File: config.mk
export PLATFORM = sky130hd
export DESIGN_NAME = pcpfl_select
export DESIGN_NICKNAME = d
export VERILOG_FILES = /design/src/design/per_cpu_page_free_list_with_steal_assert.svh /design/src/design/pcpfl_pkg.sv /design/src/design/pcpfl_select.sv
export SDC_FILE = /design/constraint.sdc
export NUM_CORES = 1
export LEC_CHECK = 0
export BUFFER_PORTS_ARGS = -buffer_cell sky130_fd_sc_hd__buf_2
export CORE_ASPECT_RATIO = 1.4
export CORE_MARGIN = 2
export CORE_UTILIZATION = 36
export DETAILED_ROUTE_END_ITERATION = 8
export GPL_TIMING_DRIVEN = 1
export PLACE_DENSITY = 0.86
export SLEW_MARGIN = 0
export SYNTH_ARGS = -nofsm -noshare
export SYNTH_HDL_FRONTEND = slang
export SYNTH_SLANG_ARGS = --single-unit
File: constraint.sdc
create_clock -name vclk -period 2.7
set_input_delay 0.27 -clock vclk [all_inputs]
set_output_delay 0.27 -clock vclk [all_outputs]
set_load 0.05 [all_outputs]
File: src/design/per_cpu_page_free_list_with_steal_assert.svh
// ----------------------------------------------------------------------------
// Assertion macros for the per-CPU page free list
// Shared concurrent assertion forms, sampled on clk and quiet during reset.
// ----------------------------------------------------------------------------
`ifndef PER_CPU_PAGE_FREE_LIST_WITH_STEAL_ASSERT_SVH
`define PER_CPU_PAGE_FREE_LIST_WITH_STEAL_ASSERT_SVH

// A condition that must hold at every clock edge.
`define PCPFL_ASSERT_ALWAYS(label, cond) \
    label: assert property (@(posedge clk) disable iff (!rst_n) (cond)) \
        else $error("pcpfl assertion failed");

// A condition that must hold in the same cycle as its trigger.
`define PCPFL_ASSERT_IMPLIES(label, ante, cons) \
    label: assert property (@(posedge clk) disable iff (!rst_n) (ante) |-> (cons)) \
        else $error("pcpfl assertion failed");

// A condition that must hold in the cycle after its trigger.
`define PCPFL_ASSERT_NEXT(label, ante, cons) \
    label: assert property (@(posedge clk) disable iff (!rst_n) (ante) |=> (cons)) \
        else $error("pcpfl assertion failed");

`endif

File: src/design/pcpfl_pkg.sv
// ----------------------------------------------------------------------------
// pcpfl_pkg
// Types and constants shared by the per-CPU page free list modules.
// ----------------------------------------------------------------------------
package pcpfl_pkg;

    // Default sizes of the managed pool.
    localparam int NUM_PAGES_DEF = 1024;
    localparam int NUM_CPUS_DEF  = 8;

    // Fixed field widths of the request and result words.
    localparam int PAGE_W   = 10;
    localparam int CPU_IN_W = 3;
    localparam int STATUS_W = 2;

    // Request operation codes.
    typedef enum logic {
        OP_ALLOC = 1'b0,
        OP_FREE  = 1'b1
    } opcode_t;

    // Result status codes.
    typedef enum logic [STATUS_W-1:0] {
        ST_OK       = 2'd0,
        ST_NO_MEM   = 2'd1,
        ST_BAD_FREE = 2'd2
    } status_t;

    // What the request in flight does to the lists; at most one flag is set.
    typedef struct packed {
        logic pop;
        logic push;
        logic no_mem;
        logic bad_free;
    } act_t;

endpackage

File: src/design/pcpfl_select.sv
// ----------------------------------------------------------------------------
// pcpfl_select
// Decides what a request does: own pop, steal, push, or an error.
// ----------------------------------------------------------------------------
module pcpfl_select #(
    parameter int NUM_PAGES = pcpfl_pkg::NUM_PAGES_DEF,
    parameter int NUM_CPUS  = pcpfl_pkg::NUM_CPUS_DEF
) (
    input  logic [$clog2(NUM_PAGES+1)-1:0]            heads [NUM_CPUS],
    input  pcpfl_pkg::opcode_t                        op,
    input  logic [((NUM_CPUS > 1) ? $clog2(NUM_CPUS) : 1)-1:0] cpu,
    input  logic [pcpfl_pkg::PAGE_W-1:0]              page,
    output pcpfl_pkg::act_t                           act,
    output logic [((NUM_CPUS > 1) ? $clog2(NUM_CPUS) : 1)-1:0] sel_cpu,
    output logic [$clog2(NUM_PAGES+1)-1:0]            sel_head
);

    import pcpfl_pkg::*;

    localparam int CPU_W  = (NUM_CPUS > 1) ? $clog2(NUM_CPUS) : 1;
    localparam int LINK_W = $clog2(NUM_PAGES + 1);
    localparam logic [LINK_W-1:0] NULL_LINK = LINK_W'(NUM_PAGES);

    logic             found;
    logic [CPU_W-1:0] first_cpu;
    logic             own_ok;

    // Lowest-numbered non-empty list; the loop runs downwards so the lowest wins.
    always_comb
    begin
        found     = 1'b0;
        first_cpu = '0;
        for (int c = NUM_CPUS - 1; c >= 0; c--)
        begin
            if (heads[c] != NULL_LINK)
            begin
                found     = 1'b1;
                first_cpu = CPU_W'(c);
            end
        end
    end

    // The own list wins; when it is empty the first non-empty list is another CPU's.
    assign own_ok   = (heads[cpu] != NULL_LINK);
    assign sel_cpu  = own_ok ? cpu : first_cpu;
    assign sel_head = heads[sel_cpu];

    // Classify the request.
    always_comb
    begin
        act = '0;
        if (op == OP_FREE)
        begin
            if (32'(page) >= 32'(NUM_PAGES))
            begin
                act.bad_free = 1'b1;
            end
            else
            begin
                act.push = 1'b1;
            end
        end
        else if (found)
        begin
            act.pop = 1'b1;
        end
        else
        begin
            act.no_mem = 1'b1;
        end
    end

endmodule

==> flow_summary_export.csv, run 1 <==
group,metric,value,unit
sta,finalWorstPathRequiredPeriod,3.230,ns
layout,antenna-diode-count,0,
global_routing,grt_use_total,0.2963,
sta,maxClockFrequency,0.3096,GHz
job,cap_violations,0,
layout,layout.cell_area.non_filler,0.002720,mm²
placement,place_congestion,0.9497,
routing,ant_nets,0,
worst_hold_path,worst_hold_path.num_cells,2,
critical_path,timing_worst_setup_path_type,"in -> out",
critical_path,critPathMaxFanout,9,
global_routing,grt_first_pass_wirelength,10100,µm
yosys,synth_top_area_cell,"sky130_fd_sc_hd__mux2i_1",
yosys,synthesis.area,0.001329,mm²
global_routing,grt.overflow.total,0,
layout,drive_above_1_share,0.6328,
critical_path,timing.critical_path.from_type,"input pin",
routing,drc_errors_left,0,
outcome,violations,"setup timing",
global_routing,maximum_number_of_pins_on_one_net_before_global_route_repair,15,
sta,layout_setup_ws,-0.5300,ns
worst_hold_path,min-delay-start,"op",
power,worst_ir_drop_vdd,0.0001931,V
critical_path,worst_ep_required_time,2.43,ns
layout,layout.cells.non_filler,396,
routing,dr_pass1_iterations,4,
die,die_area,0.004200,mm²
layout,seqCellArea,0,µm²
yosys,post_synth_main_area_contributors,"sky130_fd_sc_hd__mux2i_1 34%, sky130_fd_sc_hd__o22ai_1 10%, sky130_fd_sc_hd__nor4_1 8.5%",
routing,drt-initial-drc-count,86,
layout,post-route-util,0.7601,
routing,wl_per_cell,17.41,µm
outcome,outcome,"complete, but fails checks",
layout,number_of_sequential_storage_elements,0,
routing,route.vias.total,2346,
sta,hold_viol,0,
placement,placement.cell_area,0.002562,mm²
die,rows,26,
yosys,postSynthCellCount,172,
sta,hold_slack,0.8512,ns
worst_hold_path,timing.hold.worst_endpoint,"act[2]",
yosys,synth.yosys.seq_area_share,0,
placement,detailed_place_hpwl,5711,µm
routing,wire_length_reported_by_the_detailed_router,6895,µm
yosys,syn_area_per_cell,7.725,µm²
sta,maxSlewViolCount,0,
placement,portBuffers,109,
power,p_leak,1.436,nW
yosys,synthMostInstantiatedCell,"sky130_fd_sc_hd__mux2i_1",
die,ios,120,
die,die_w,55.35,µm
yosys,synthDominantCellAreaShare,0.3390,
die,placeableCoreArea,0.003578,mm²
die,start_util,0.3713,
global_routing,grt_antenna_before_repair,0,
critical_path,worst-endpoint-arrival,2.96,ns
yosys,synth_nets,274,
critical_path,end_kind,"output pin",
routing,avg_vias_per_cell,5.924,
layout,layout_area_growth_over_synthesis,104.7,%
die,die_h,75.89,µm
worst_hold_path,hold_class,"in -> out",
sta,rsz_0062_raised_after_global_routing,"true",
yosys,synth.yosys.warnings,0,
yosys,top_cell_types_by_occurrence_after_synthesis,"45 x sky130_fd_sc_hd__mux2i_1, 22 x sky130_fd_sc_hd__o22ai_1, 18 x sky130_fd_sc_hd__nor4_1",
sta,setup-tns-final,-5.408,ns
placement,cell_count_after_placement,394,
sta,timing.final.setup_violations,11,
global_routing,grt_pass1_vias,2294,
power,powerDensity,271.4,mW/mm²
layout,final.fill_count,268,
sta,finalCritPeriodShare,1.196,
clock_tree,postCtsHoldBufs,0,
yosys,synth.distinct_cells,38,
layout,final_nets,458,
layout,clkbuf_count,0,
## cell type report
class | count | area, µm² | share of cell area
Inverter | 3 | 11.26 | 0.004140
Multi-Input combinational cell | 158 | 1331 | 0.4894
Tap cell | 42 | 52.55 | 0.01932
Timing Repair Buffer | 193 | 1325 | 0.4871
## logic make-up after synthesis
kind of cell | Yosys count | share of synthesized area
simple gates | 77 | 0.3588
mux | 45 | 0.3390
compound gates | 35 | 0.2006
buf+inv | 14 | 0.09886
other cells | 1 | 0.002822
## worst max-delay path: stages
cell,delay (ns)
sky130_fd_sc_hd__buf_6,0.09
sky130_fd_sc_hd__or4_4,0.55
sky130_fd_sc_hd__o41ai_4,0.32
sky130_fd_sc_hd__o32a_2,0.20
sky130_fd_sc_hd__nand4_1,0.16
sky130_fd_sc_hd__mux2i_4,0.29
sky130_fd_sc_hd__buf_12,0.18
sky130_fd_sc_hd__buf_12,0.15
sky130_fd_sc_hd__mux2i_1,0.20
sky130_fd_sc_hd__o22ai_1,0.12
sky130_fd_sc_hd__or2_4,0.26
sky130_fd_sc_hd__buf_6,0.15
## layout by cell type, fill, tap and decap left out, types with 3 or more instances in the layout
master and n:
sky130_fd_sc_hd__and3_1 8, sky130_fd_sc_hd__buf_12 6, sky130_fd_sc_hd__buf_2 99, sky130_fd_sc_hd__buf_4 77, sky130_fd_sc_hd__buf_6 9, sky130_fd_sc_hd__mux2i_1 39, sky130_fd_sc_hd__mux2i_2 3, sky130_fd_sc_hd__mux2i_4 3
sky130_fd_sc_hd__nand2_1 5, sky130_fd_sc_hd__nand3_1 6, sky130_fd_sc_hd__nand4_1 3, sky130_fd_sc_hd__nor2b_1 3, sky130_fd_sc_hd__nor3_1 3, sky130_fd_sc_hd__nor3b_1 6, sky130_fd_sc_hd__nor4_1 17, sky130_fd_sc_hd__o22ai_1 21
sky130_fd_sc_hd__or2_4 12
## power by group
group / total, mW / switching [mW] / leakage (nW) / internal (mW)
Clock: 0 / 0 / 0 / 0
Sequential: 0 / 0 / 0 / 0
Combinational: 0.738 / 0.381 / 1.44 / 0.357
Total: 0.738 / 0.381 / 1.44 / 0.357
## stage by stage
step                power, mW  setup slack, ns
floorplan              0.4063          -0.1496
global placement       0.6451          -0.5061
detailed placement     0.6560          -0.5565
CTS                    0.7003          -0.5197
global route           0.7751          -0.6677
finish                 0.7382          -0.5300
## how the worst max path moves through the flow
stage | to | start | slack (ns) | cells past startpoint
floorplan | sel_head[0] | heads[77] | -0.15 | 9
global placement | sel_head[8] | heads[77] | -0.51 | 12
detailed placement | sel_head[8] | heads[77] | -0.56 | 12
CTS | sel_head[10] | heads[81] | -0.52 | 12
global route | sel_head[2] | heads[36] | -0.67 | 12
finish | sel_head[10] | heads[86] | -0.53 | 12
## metal layers
| layer | part of all wire | vias to the layer above | global-route usage |
|---|---|---|---|
| met1 | 0.35 | 1093 | 0.2879 |
| met2 | 0.53 | 141 | 0.6098 |
| li1 | - | 1074 | - |
| met5 | 0 | - | 0 |
| met3 | 0.065 | 38 | 0.03396 |
| met4 | 0.052 | 0 | 0.1626 |
## repair_timing
action / 4_1_cts / 5_1_grt
cloned: 0 / 0
setup endpoints to repair: 11 / 14
setup buffers: 1 / 1
gates resized for setup: 19 / 18
pin swaps: 5 / 4
No activity file was read; power rests on OpenSTA's default activity.
==> run 2, diff against run 1 <==
BUFFER_PORTS_ARGS = -buffer_cell sky130_fd_sc_hd__clkbuf_2   (was -buffer_cell sky130_fd_sc_hd__buf_2)
==> run 2 against run 1 <==
  * The flow still finishes with violations (setup timing)
  * Hold slack better by 0.024 ns
  * Combinational power up 15%
  * Critical path depth stayed put
  * First-iteration DRC count is 63% higher
  * Sequential cell count is the same
  * Global-route usage is 6.7 points higher
  * Critical path type unchanged
  * Largest power group unchanged
==> flow_summary_export.csv, run 2 (same netlist as run 1, synthesis figures left out) <==
group,metric,value,unit
power,worst_ir_drop_vdd,0.0002582,V
layout,layout.cell_area.non_filler,0.002994,mm²
placement,dp_worst_setup_slack,-0.5668,ns
die,die_h,75.89,µm
sta,finalWorstPathRequiredPeriod,3.395,ns
layout,clkbuf_count,0,
global_routing,maximum_number_of_pins_on_one_net_before_global_route_repair,14,
worst_hold_path,hold_class,"in -> out",
die,die_area,0.004200,mm²
die,rows,26,
job,cap_violations,0,
layout,layout_commonest_cell,"sky130_fd_sc_hd__clkbuf_2",
critical_path,crit_path_start,"heads[77]",
global_routing,grt_antenna_before_repair,0,
power,p_leak,1.551,nW
critical_path,timing_worst_setup_path_type,"in -> out",
sta,hold_slack,0.8751,ns
placement,portBuffers,109,
global_routing,grt_use_total,0.3636,
routing,ant_nets,0,
power,powerDensity,282.4,mW/mm²
layout,seqCellArea,0,µm²
sta,rsz_0062_raised_after_global_routing,"true",
critical_path,end_kind,"output pin",
routing,avg_vias_per_cell,6.342,
layout,antenna-diode-count,0,
global_routing,gr-max-usage-layer,"met2",
global_routing,global_route.usage.met2,0.7103,
outcome,outcome,"complete, but fails checks",
critical_path,timing.critical_path.from_type,"input pin",
critical_path,critPathMaxFanout,11,
die,placeableCoreArea,0.003578,mm²
layout,layout_area_growth_over_synthesis,125.3,%
layout,final.fill_count,227,
routing,route.vias.total,2613,
die,start_util,0.3713,
layout,final_nets,474,
layout,number_of_sequential_storage_elements,0,
placement,place_congestion,0.9413,
sta,maxClockFrequency,0.2946,GHz
routing,drt-initial-drc-count,140,
global_routing,grt_first_pass_wirelength,12080,µm
die,die_w,55.35,µm
routing,wl_per_cell,22.40,µm
sta,layout_setup_ws,-0.6949,ns
sta,finalCritPeriodShare,1.257,
die,ios,120,
placement,detailed_place_hpwl,6138,µm
layout,layout_common_cells,"94 x sky130_fd_sc_hd__clkbuf_2, 92 x sky130_fd_sc_hd__buf_4, 33 x sky130_fd_sc_hd__mux2i_1",
outcome,violations,"setup timing",
routing,wire_length_reported_by_the_detailed_router,9227,µm
global_routing,grt_pass1_vias,2610,
placement,placement.cell_area,0.002638,mm²
global_routing,met1_track_utilization_from_global_routing,0.3633,
critical_path,critical_path.endpoint,"sel_head[9]",
sta,timing.final.setup_violations,13,
critical_path,worst-endpoint-arrival,3.12,ns
sta,hold_viol,0,
routing,drc_errors_left,0,
global_routing,grt_util_met3,0.06452,
critical_path,worst_ep_required_time,2.43,ns
routing,dr_pass1_iterations,5,
global_routing,grt.overflow.total,0,
sta,maxSlewViolCount,0,
layout,drive_above_1_share,0.6892,
## run 2: cell count changes in the layout (fill, tap and decap cells not counted), sizes merged
cell | before | now
buf | 193 | 104
clkbuf | 0 | 105
## run 2: area by class of cell
cell class                 instances  area (µm²)  share of cell area
inverter                           3       11.26            0.003761
multi-input combinational        158        1435              0.4793
tap                               42       52.55             0.01755
timing repair buffer             209        1495              0.4994
## run 2: report_power, final
part | internal (mW) | switching [mW] | total, mW
registers | 0 | 0 | 0
clock network | 0 | 0 | 0
logic | 0.411 | 0.434 | 0.846
total | 0.411 | 0.434 | 0.846
## run 2: how the worst min path moves through the flow
stage	start	endpoint	slack [ns]	cells after the start
final	op	act[2]	0.88	2
after global routing	op	act[2]	0.89	2
after CTS	op	act[2]	0.87	2
after detailed placement	op	act[2]	0.87	2
after global placement	op	act[2]	0.86	2
after floorplan	op	act[2]	0.71	1
## run 2: critical path, cell delays in order
cell and delay (ns):
sky130_fd_sc_hd__buf_6 0.09, sky130_fd_sc_hd__or4_4 0.55, sky130_fd_sc_hd__o41ai_4 0.32, sky130_fd_sc_hd__o32a_2 0.20, sky130_fd_sc_hd__nand4_1 0.16, sky130_fd_sc_hd__mux2i_4 0.28, sky130_fd_sc_hd__buf_12 0.19, sky130_fd_sc_hd__buf_12 0.14
sky130_fd_sc_hd__mux2i_1 0.31, sky130_fd_sc_hd__o22ai_1 0.16, sky130_fd_sc_hd__or2_4 0.27, sky130_fd_sc_hd__clkbuf_8 0.18
## run 2: metal layers
layer | vias to the layer above | wire, µm
li1 | 1106 | -
met1 | 1185 | 3081
met2 | 238 | 4602
met3 | 84 | 782
met4 | 0 | 760
met5 | - | 0
## run 2: repair_timing
action,in CTS,in global routing
gates resized for setup,31,36
endpoints found under the setup margin,11,14
buffers inserted,5,3
hold buffers,0,0
## run 2: per-stage QoR
stage               instances  total power [mW]    util  setup TNS, ns
floorplan                 172            0.4063       -         -1.591
finish                    412            0.8456  0.8367         -6.452
global route              412            0.8712  0.8367         -7.130
CTS                       409            0.7519  0.7836         -5.102
detailed placement        404            0.6707  0.7371         -5.873
global placement          404            0.6548  0.7371         -5.201
