`src/design/per_cpu_page_free_list_with_steal_assert.svh`:
```
// ----------------------------------------------------------------------------
// Assertion macros for the per-CPU page free list
// Shared concurrent assertion forms, sampled on clk and quiet during reset.
// ----------------------------------------------------------------------------
`ifndef PER_CPU_PAGE_FREE_LIST_WITH_STEAL_ASSERT_SVH
`define PER_CPU_PAGE_FREE_LIST_WITH_STEAL_ASSERT_SVH

// A condition that must hold at every clock edge.
`define PCPFL_ASSERT_ALWAYS(label, cond) \
    label: assert property (@(posedge clk) disable iff (!rst_n) (cond)) \
        else $error("pcpfl assertion failed");

// A condition that must hold in the same cycle as its trigger.
`define PCPFL_ASSERT_IMPLIES(label, ante, cons) \
    label: assert property (@(posedge clk) disable iff (!rst_n) (ante) |-> (cons)) \
        else $error("pcpfl assertion failed");

// A condition that must hold in the cycle after its trigger.
`define PCPFL_ASSERT_NEXT(label, ante, cons) \
    label: assert property (@(posedge clk) disable iff (!rst_n) (ante) |=> (cons)) \
        else $error("pcpfl assertion failed");

`endif

```
`src/design/pcpfl_pkg.sv`:
```
// ----------------------------------------------------------------------------
// pcpfl_pkg
// Types and constants shared by the per-CPU page free list modules.
// ----------------------------------------------------------------------------
package pcpfl_pkg;

    // Default sizes of the managed pool.
    localparam int NUM_PAGES_DEF = 1024;
    localparam int NUM_CPUS_DEF  = 8;

    // Fixed field widths of the request and result words.
    localparam int PAGE_W   = 10;
    localparam int CPU_IN_W = 3;
    localparam int STATUS_W = 2;

    // Request operation codes.
    typedef enum logic {
        OP_ALLOC = 1'b0,
        OP_FREE  = 1'b1
    } opcode_t;

    // Result status codes.
    typedef enum logic [STATUS_W-1:0] {
        ST_OK       = 2'd0,
        ST_NO_MEM   = 2'd1,
        ST_BAD_FREE = 2'd2
    } status_t;

    // What the request in flight does to the lists; at most one flag is set.
    typedef struct packed {
        logic pop;
        logic push;
        logic no_mem;
        logic bad_free;
    } act_t;

endpackage

```
`src/design/pcpfl_clear.sv`:
```
// ----------------------------------------------------------------------------
// pcpfl_clear
// Start-up sweep that writes the initial list chains into the link store.
// ----------------------------------------------------------------------------
module pcpfl_clear #(
    parameter int NUM_PAGES = pcpfl_pkg::NUM_PAGES_DEF,
    parameter int NUM_CPUS  = pcpfl_pkg::NUM_CPUS_DEF
) (
    input  logic                             clk,
    input  logic                             rst_n,
    output logic                             busy,
    output logic [$clog2(NUM_PAGES)-1:0]     addr,
    output logic [$clog2(NUM_PAGES+1)-1:0]   wdata
);

    import pcpfl_pkg::*;

    localparam int ADDR_W = $clog2(NUM_PAGES);
    localparam int LINK_W = $clog2(NUM_PAGES + 1);
    localparam logic [ADDR_W-1:0] LAST_IDX = ADDR_W'(NUM_PAGES - 1);
    localparam logic [LINK_W-1:0] NULL_LINK = LINK_W'(NUM_PAGES);

    logic              busy_reg;
    logic              busy_next;
    logic [ADDR_W-1:0] idx_reg;
    logic [ADDR_W-1:0] idx_next;

    // Walk every page once, then stop for good.
    always_comb
    begin
        busy_next = busy_reg;
        idx_next  = idx_reg;
        if (busy_reg)
        begin
            if (idx_reg == LAST_IDX)
            begin
                busy_next = 1'b0;
            end
            else
            begin
                idx_next = idx_reg + 1'b1;
            end
        end
    end

    always_ff @(posedge clk or negedge rst_n)
    begin
        if (!rst_n)
        begin
            busy_reg <= 1'b1;
            idx_reg  <= '0;
        end
        else
        begin
            busy_reg <= busy_next;
            idx_reg  <= idx_next;
        end
    end

    // Page j links to page j minus the CPU count; the lowest pages end their lists.
    always_comb
    begin
        if (32'(idx_reg) >= 32'(NUM_CPUS))
        begin
            wdata = LINK_W'(32'(idx_reg) - 32'(NUM_CPUS));
        end
        else
        begin
            wdata = NULL_LINK;
        end
    end

    assign busy = busy_reg;
    assign addr = idx_reg;

endmodule

```
`config.mk`:
```
export PLATFORM = sky130hd
export DESIGN_NAME = pcpfl_clear
export DESIGN_NICKNAME = d
export VERILOG_FILES = /design/src/design/per_cpu_page_free_list_with_steal_assert.svh /design/src/design/pcpfl_pkg.sv /design/src/design/pcpfl_clear.sv
export SDC_FILE = /design/constraint.sdc
export NUM_CORES = 1
export LEC_CHECK = 0
export BUFFER_PORTS_ARGS = -buffer_cell sky130_fd_sc_hd__clkbuf_2
export CORE_MARGIN = 2
export CORE_UTILIZATION = 56
export CTS_BUF_LIST = sky130_fd_sc_hd__clkbuf_8
export DETAILED_ROUTE_END_ITERATION = 10
export PLACE_DENSITY = 0.91
export SLEW_MARGIN = 10
export SYNTH_ARGS = -nofsm -noshare
export SYNTH_HDL_FRONTEND = slang
export SYNTH_SLANG_ARGS = --single-unit
```
`constraint.sdc`:
```
create_clock -name clk -period 3.64 [get_ports clk]
set_clock_uncertainty 0.1 [all_clocks]
set_input_delay 0.182 -clock clk [delete_from_list [all_inputs] [get_ports clk]]
set_output_delay 0.182 -clock clk [all_outputs]
set_load 0.05 [all_outputs]
```
==> results.toml, run 1 <==
[worst_setup_path]
critPathLaunch = "addr[0]$_DFFE_PN0P_"
cp-end-kind = "output port"
r2r_slack_ns = 1.92
worstReg2RegEnd = "addr[1]$_DFFE_PN0P_"
crit_arrival_ns = 1.93
r2r_cells = 4
critPathRequiredTime_ns = 3.36
worstSetupPathType = "reg -> out"
crit_fanout = 5
r2r_start = "addr[5]$_DFFE_PN0P_"
worst_setup_path_start_kind = "flip-flop"

[timing]
tightest_slew_ns = 0.417
finalSetupTns_ns = 0
rsz0062_at_grt = "false"
finalHoldViolations = 0
fin_crit_ns = 2.21
setup_viol = 0
period_share_pct = 60.7
relSlewSlack_pct = 72.2
fmax_ghz = 0.453
maxSlewViolCount = 0

[synthesis]
synth-seq-cells = 11
syn_inst = 86
synth.distinct_cells = 31
yosys_warnings = 0
synth.net_count = 92
syn_avg_cell_area_um2 = 9.19
seq_area_frac_synth_pct = 35.0
synthesis.area_um2 = 791

[layout]
largest_reg_flops = 10
fin_area_um2 = 947
area_delta_synth_final_pct = 19.8
n_antenna_cell = 0
drive_above_1_share_pct = 31.8
nFillCells = 92
fin_nets = 117

[die]
die_h_um = 41.6
start_util_pct = 60.0
num_io_pins = 24
row_count = 13
fp.dieArea_um2 = 1730
core_um2 = 1320
die_x_um = 41.6

[clock_network]
clockRootBuffer = "clkbuf_8"
cts_tree = "done"
cts-resized-gates = 0
htree_levels = 1
cts_buffer_depth = 2
clock_latency_ns = 0.23
cts_made_buffers = 3
cts.sink_count = 11
cts_setup_buffers = 0
clkTransAtPathRegs_ns = 0.05

[detailed_routing]
drt-initial-drc-count = 13
detail_route.vias_per_cell = 5.39
wirelength_um = 1530
ant_nets = 0
routedWlPerCell_um = 12.3
drc_errors = 0
num_vias = 674
first_pass_iters = 5

[global_routing]
grt_overflow = 0
grt_pass1_vias = 581
grt_pass1_wl_um = 2600
grt_usage_pct = 19.0
antenna_found_initial = 0
grt_max_degree = 12

[placement]
port_buffers = 23
place_congestion = 0.822
postPlaceCellArea_um2 = 892
dp_hpwl_um = 1200

[pwr]
ir_drop_mv = 0.235
p_leak_nw = 0.470
pwr_density_cell_nw_per_um2 = 256

[run_status]
status = "finished, final reports clean"

[worst_hold_path]
hold_path.class = "in -> async"

[run]
max-cap-violations = 0
[synthesized netlist by cell type (all sizes together)]
| cell | n | share of area (%) |
|---|---|---|
| and4 | 2 | 2.8 |
| dfstp | 1 | 3.3 |
| mux2i | 1 | 1.3 |
| xor2 | 1 | 1.1 |
| o311ai | 1 | 1.1 |
| ha | 4 | 6.3 |
| a211oi | 1 | 0.95 |
| o21a | 1 | 0.95 |
| dfrtp | 10 | 32 |
| nor4 | 2 | 5.4 |
| and3 | 2 | 1.6 |
| nor3 | 5 | 3.8 |
| inv | 8 | 3.8 |
| nor2 | 11 | 5.2 |
| nand2 | 11 | 5.9 |
| nand3 | 2 | 2.8 |
| a31oi | 1 | 0.79 |
| buf | 4 | 4.1 |
| o31ai | 1 | 0.95 |
| mux2 | 1 | 1.4 |
| xnor2 | 7 | 7.8 |
| a21oi | 1 | 0.63 |
| nand4 | 3 | 2.4 |
| o211a | 1 | 1.3 |
| nor2b | 1 | 0.79 |
| o21ai | 3 | 1.9 |
[layer usage]
layer / global-route usage (%) / share of wire [%] / up-vias
met3: 3.04 / 4.0 / 2
met2: 29.4 / 46 / 18
met4: 7.74 / 0.33 / 0
met1: 26.4 / 49 / 317
met5: 0 / 0 / -
li1: - / - / 337
[critical path, cell delays in order, from the launching register on]
cell      delay [ns]
dfrtp_1         0.43
inv_1           0.10
ha_1            0.15
nand2_1         0.08
nor4_4          0.32
nand2_1         0.10
o31ai_1         0.21
clkbuf_2        0.31
[where the power goes]
group | total (mW) | internal, mW | switching (mW)
registers | 0.123 | 0.123 | 0
clock network | 0.116 | 0.0737 | 0.0425
logic | 0.00343 | 0.00107 | 0.00236
[placed cells by master (no fill, tap or decap), types with 2 or more instances in the layout]
master,count
nor4_4,2
and3_1,2
clkbuf_8,3
o21ai_1,3
nor2_1,11
and4_4,2
nand2_1,9
xnor2_1,7
inv_1,9
nand2_2,2
ha_1,4
nand4_1,3
nor3_1,4
clkbuf_2,23
dfrtp_1,10
[worst max-delay path by stage]
stage	depth (start not counted)	slack [ns]	endpoint
detailed placement	7	1.68	wdata[9]
global route	7	1.29	wdata[9]
global placement	7	1.69	wdata[9]
floorplan	6	0.83	wdata[9]
CTS	7	1.42	wdata[9]
finish	7	1.43	wdata[9]
[per-stage QoR]
stage	hold WS (ns)	instances	total power [mW]	util [%]	setup slack (ns)
floorplan	-0.214	86	0.125	-	0.833
global placement	-0.0341	120	0.127	67.7	1.69
detailed placement	-0.0312	120	0.127	67.7	1.68
CTS	0.265	125	0.246	71.9	1.42
global route	0.300	125	0.254	71.9	1.29
finish	0.248	125	0.242	71.9	1.43
[area by class of cell]
class	instances	area, um2	area share [%]
repair buffers	24	125	13.2
flip-flops and latches	11	277	29.2
well taps	15	18.8	1.98
multi-input cells	63	452	47.7
inverters	8	30.0	3.17
clock buffers	3	41.3	4.36
clock inverters	1	3.75	0.396
[cells by family (layout without fill, tap and decap cells)]
group	count (synthesis)	after routing	synth area share, %
XOR/XNOR	8	8	8.86
flip-flops	11	11	35.0
AND/OR/NAND/NOR	39	39	30.7
multiplexers	2	2	2.69
AO/OA/AOI/OAI	10	10	8.54
buffers and inverters	12	36	7.91
adder cells (fa/ha/maj)	4	4	6.33
[timing repair]
| action | 4_1_cts | 5_1_grt |
|---|---|---|
| hold buffers | 1 | 0 |
| setup endpoints to repair | 0 | 0 |
| hold endpoints to repair | 11 | 0 |
Note: power is estimated with default switching activity, not from simulation.
==> run 2: changes to the inputs <==
--- a/config.mk
+++ b/config.mk
@@ -6,11 +6,12 @@
 export NUM_CORES = 1
 export LEC_CHECK = 0
 export BUFFER_PORTS_ARGS = -buffer_cell sky130_fd_sc_hd__clkbuf_2
+export CORE_ASPECT_RATIO = 1.2
 export CORE_MARGIN = 2
-export CORE_UTILIZATION = 56
+export CORE_UTILIZATION = 47
 export CTS_BUF_LIST = sky130_fd_sc_hd__clkbuf_8
 export DETAILED_ROUTE_END_ITERATION = 10
-export PLACE_DENSITY = 0.91
+export PLACE_DENSITY = 0.82
 export SLEW_MARGIN = 10
 export SYNTH_ARGS = -nofsm -noshare
 export SYNTH_HDL_FRONTEND = slang
==> constraint.sdc (replaced) <==
create_clock -name clk -period 2 [get_ports clk]
set_clock_uncertainty 0.1 [all_clocks]
set_input_delay 0.1 -clock clk [delete_from_list [all_inputs] [get_ports clk]]
set_output_delay 0.1 -clock clk [all_outputs]
set_load 0.05 [all_outputs]
==> results.toml, run 2 (synthesis gave the netlist of run 1 again) <==
[layout]
layout_common_cells = "buf_4 (15), clkbuf_2 (14), nand2_1 (7), xnor2_1 (7), dfrtp_2 (7)"
fin_nets = 133
fin_area_um2 = 1320
largest_reg_flops = 10
final_common_cell = "buf_4"
area_delta_synth_final_pct = 66.3
drive_above_1_share_pct = 61.9
n_antenna_cell = 0

[detailed_routing]
first_pass_iters = 4
detail_route.vias_per_cell = 5.69
ant_nets = 0
wirelength_um = 2460
num_vias = 820
drt-initial-drc-count = 10
drc_errors = 0
routedWlPerCell_um = 17.1

[pwr]
total_power_uw = 454
p_leak_nw = 0.595
pwr_density_cell_nw_per_um2 = 345
ir_drop_mv = 0.586

[die]
row_count = 16
core_um2 = 1600
start_util_pct = 49.4
die_h_um = 48.9
die_x_um = 41.4
num_io_pins = 24
fp.dieArea_um2 = 2030

[timing]
fin_ws_ns = 0.0487
fmax_ghz = 0.512
relSlewSlack_pct = 77.7
fin_crit_ns = 1.95
period_share_pct = 97.6
setup_viol = 0
maxSlewViolCount = 0
fin_hold_ws_ns = 0.176
finalHoldViolations = 0
tightest_slew_ns = 0.332

[global_routing]
grt_overflow = 0
grt_max_degree = 12
grt_usage_pct = 27.2
grt_pass1_wl_um = 4230
grt_pass1_vias = 876
antenna_found_initial = 0

[clock_network]
clockRootBuffer = "clkbuf_8"
clock_latency_ns = 0.24
cts_tree = "done"
cts_buffer_depth = 2
clkTransAtPathRegs_ns = 0.06
cts.sink_count = 11
cts_made_buffers = 3
htree_levels = 1

[run_status]
status = "finished, final reports clean"

[worst_setup_path]
crit_fanout = 6
worstSetupPathType = "reg -> out"
worst_setup_path_start_kind = "flip-flop"
cp-end-kind = "output port"
crit_arrival_ns = 1.75
critPathRequiredTime_ns = 1.80
r2r_slack_ns = 0.23

[placement]
dp_slack_ns = -0.0118
place_congestion = 0.782
port_buffers = 23
postPlaceCellArea_um2 = 1060
dp_hpwl_um = 1540

[worst_hold_path]
hold_path.class = "in -> async"

[run]
max-cap-violations = 0
[run 2: worst paths after layout]
kind,start,end,depth (start not counted)
worst max-delay path,addr[4]$_DFFE_PN0P_,wdata[9],6
worst min-delay path,rst_n,addr[9]$_DFFE_PN0P_,2
worst max register to register,addr[1]$_DFFE_PN0P_,addr[1]$_DFFE_PN0P_,6
worst min register to register,busy$_DFF_PN1_,busy$_DFF_PN1_,2
max in group asynchronous,rst_n,busy$_DFF_PN1_,2
min in group clk,busy$_DFF_PN1_,busy$_DFF_PN1_,2
[run 2: layout make-up]
type	instances	area, um2
multi-input cells	63	597
repair buffers	40	333
fillers	95	287
flip-flops and latches	11	285
clock buffers	3	41.3
inverters	8	32.5
well taps	18	22.5
clock inverters	1	3.75
[run 2: critical path: stages, from the launching register on]
cell and delay [ns]:
dfrtp_2 0.41, buf_4 0.16, nor4_4 0.26, buf_6 0.17
nand2_4 0.06, o31ai_4 0.27, buf_8 0.18
[run 2: power breakdown]
part	switching [mW]	internal, mW	leakage, nW
clock	0.0898	0.135	0.0269
sequential	0	0.223	0.138
combinational	0.00481	0.00196	0.430
[run 2: what timing repair did]
action	in CTS	in global routing
endpoints found under the setup margin	11	11
resized for setup	24	11
hold buffers	1	0
pin swaps	8	3
endpoints found under the hold margin	11	0
setup buffers	5	2
[run 2: metrics by stage]
| stage | TNS (ns) | utilization [%] | instances |
|---|---|---|---|
| 2_1_floorplan | -0.161 | - | 86 |
| 3_3_place_gp | 0 | 66.0 | 132 |
| 3_5_place_dp | -0.0118 | 66.0 | 132 |
| 4_1_cts | -0.00407 | 78.6 | 142 |
| 5_1_grt | -0.0108 | 82.1 | 144 |
| 6_report | 0 | 82.1 | 144 |
[run 2: metal layers]
layer  GRT usage [%]  part of all wire (%)  up-vias
met5               0                     0        -
met4            9.68                   1.9        0
met3            4.07                   4.4        6
met2            52.9                    56       38
met1            28.5                    37      399
li1                -                     -      377
==> run 3: changes to the inputs <==
--- a/config.mk
+++ b/config.mk
@@ -6,12 +6,11 @@
 export NUM_CORES = 1
 export LEC_CHECK = 0
 export BUFFER_PORTS_ARGS = -buffer_cell sky130_fd_sc_hd__clkbuf_2
-export CORE_ASPECT_RATIO = 1.2
 export CORE_MARGIN = 2
-export CORE_UTILIZATION = 47
+export CORE_UTILIZATION = 56
 export CTS_BUF_LIST = sky130_fd_sc_hd__clkbuf_8
 export DETAILED_ROUTE_END_ITERATION = 10
-export PLACE_DENSITY = 0.82
+export PLACE_DENSITY = 0.91
 export SLEW_MARGIN = 10
 export SYNTH_ARGS = -nofsm -noshare
 export SYNTH_HDL_FRONTEND = slang
==> constraint.sdc (replaced) <==
create_clock -name clk -period 2.4 [get_ports clk]
set_clock_uncertainty 0.1 [all_clocks]
set_input_delay 0.12 -clock clk [delete_from_list [all_inputs] [get_ports clk]]
set_output_delay 0.12 -clock clk [all_outputs]
set_load 0.05 [all_outputs]
==> results.toml, run 3 (synthesis gave the netlist of run 1 again) <==
[run_status]
status = "finished, final reports clean"

[global_routing]
grt_max_degree = 12
grt_overflow = 0
grt_pass1_vias = 617
antenna_found_initial = 0
grt_usage_pct = 20.8
grt_pass1_wl_um = 2810

[layout]
largest_reg_flops = 10
area_delta_synth_final_pct = 20.4
nFillCells = 107
final_common_cell = "clkbuf_2"
n_antenna_cell = 0
drive_above_1_share_pct = 32.7
seq_area_um2 = 277
multi_input_area_um2 = 457
fin_nets = 117
layout.cells.non_filler = 125
layout_common_cells = "clkbuf_2 (23), nor2_1 (11), dfrtp_1 (10)"

[die]
start_util_pct = 60.0
core_um2 = 1320
row_count = 13
fp.dieArea_um2 = 1730
die_x_um = 41.6
num_io_pins = 24
die_h_um = 41.6

[timing]
fmax_ghz = 0.461
finalHoldViolations = 0
fin_ws_ns = 0.230
maxSlewViolCount = 0
finalSetupTns_ns = 0
period_share_pct = 90.4
rsz0062_at_grt = "false"
fin_crit_ns = 2.17
fin_hold_ws_ns = 0.183
relSlewSlack_pct = 71.5
tightest_slew_ns = 0.427
setup_viol = 0

[detailed_routing]
ant_nets = 0
routedWlPerCell_um = 13.4
num_vias = 673
detail_route.vias_per_cell = 5.38
wirelength_um = 1670
drt-initial-drc-count = 25
drc_errors = 0
first_pass_iters = 4

[worst_setup_path]
slowest_stage = "dfrtp_1"
worst_setup_path_start_kind = "flip-flop"
worstPathCellList = "inv_1, ha_1, nand2_1, nor4_4, nand2_1, o31ai_2, clkbuf_2"
r2r_slack_ns = 0.66
crit_fanout = 5
cp-end-kind = "output port"
worstSetupPathType = "reg -> out"
crit_family = "simple AND/OR/NAND/NOR gates"
cpMostUsedCell = "nand2_1"
critPathRequiredTime_ns = 2.18
crit_arrival_ns = 1.95
cp_num_buf_inv = 2
critPathMaxStageDelay_ns = 0.43

[clock_network]
cts.sink_count = 11
cts_buffer_depth = 2
cts_tree = "done"
cts-resized-gates = 0
clock_latency_ns = 0.24
cts_setup_buffers = 0
clkTransAtPathRegs_ns = 0.05
clockRootBuffer = "clkbuf_8"
cts_made_buffers = 3
htree_levels = 1

[pwr]
pwr_density_cell_nw_per_um2 = 389
p_leak_nw = 0.474
total_power_uw = 371
ir_drop_mv = 0.369

[placement]
dp_hpwl_um = 1260
port_buffers = 23
placed_cells = 120
dp_slack_ns = 0.487
place_congestion = 0.837

[worst_hold_path]
hold_path.class = "in -> async"

[run]
max-cap-violations = 0
## run 3: cell count changes in the layout (fill, tap and decap cells not counted), moves of 3 or more
cell,change
buf_4,-15
clkbuf_2,+9
dfrtp_1,+7
dfrtp_2,-7
nor2_1,+6
nor2_4,-5
buf_8,-4
inv_1,+4
clkbuf_8,-3
inv_2,-3
nand2_4,-3
## run 3: area by class of cell
class / instances / area share [%]
well taps: 15 / 1.97
clock buffers: 3 / 4.34
repair buffers: 24 / 13.1
multi-input cells: 63 / 48.0
inverters: 8 / 3.15
flip-flops and latches: 11 / 29.0
clock inverters: 1 / 0.394
## run 3: timing repair
action | 4_1_cts | 5_1_grt
hold endpoints to repair | 11 | 0
hold buffers | 1 | 0
setup endpoints to repair | 0 | 0
## run 3: worst paths after layout
kind / from / end / cells after the start
setup / recovery: addr[1]$_DFFE_PN0P_ / wdata[9] / 7
hold / removal: rst_n / addr[7]$_DFFE_PN0P_ / 2
setup reg to reg: addr[0]$_DFFE_PN0P_ / addr[1]$_DFFE_PN0P_ / 5
hold reg to reg: busy$_DFF_PN1_ / busy$_DFF_PN1_ / 2
max in group asynchronous: rst_n / busy$_DFF_PN1_ / 2
min in group clk: busy$_DFF_PN1_ / busy$_DFF_PN1_ / 2
## run 3: layer usage
metal	global-route usage, %	part of all wire, %
met1	28.1	46
met2	33.4	48
met3	2.17	3.8
met4	9.68	2.5
met5	0	0
## run 3: where the power goes
| part | leakage, nW | switching (mW) | internal [mW] |
|---|---|---|---|
| sequential | 0.150 | 0 | 0.186 |
| combinational | 0.297 | 0.00368 | 0.00162 |
| clock | 0.0269 | 0.0674 | 0.112 |
## run 3: metrics by stage
stage	utilization, %	area [um2]
floorplan	-	796
global placement	68.1	897
detailed placement	68.1	897
CTS	72.3	952
global route	72.3	952
finish	72.3	952
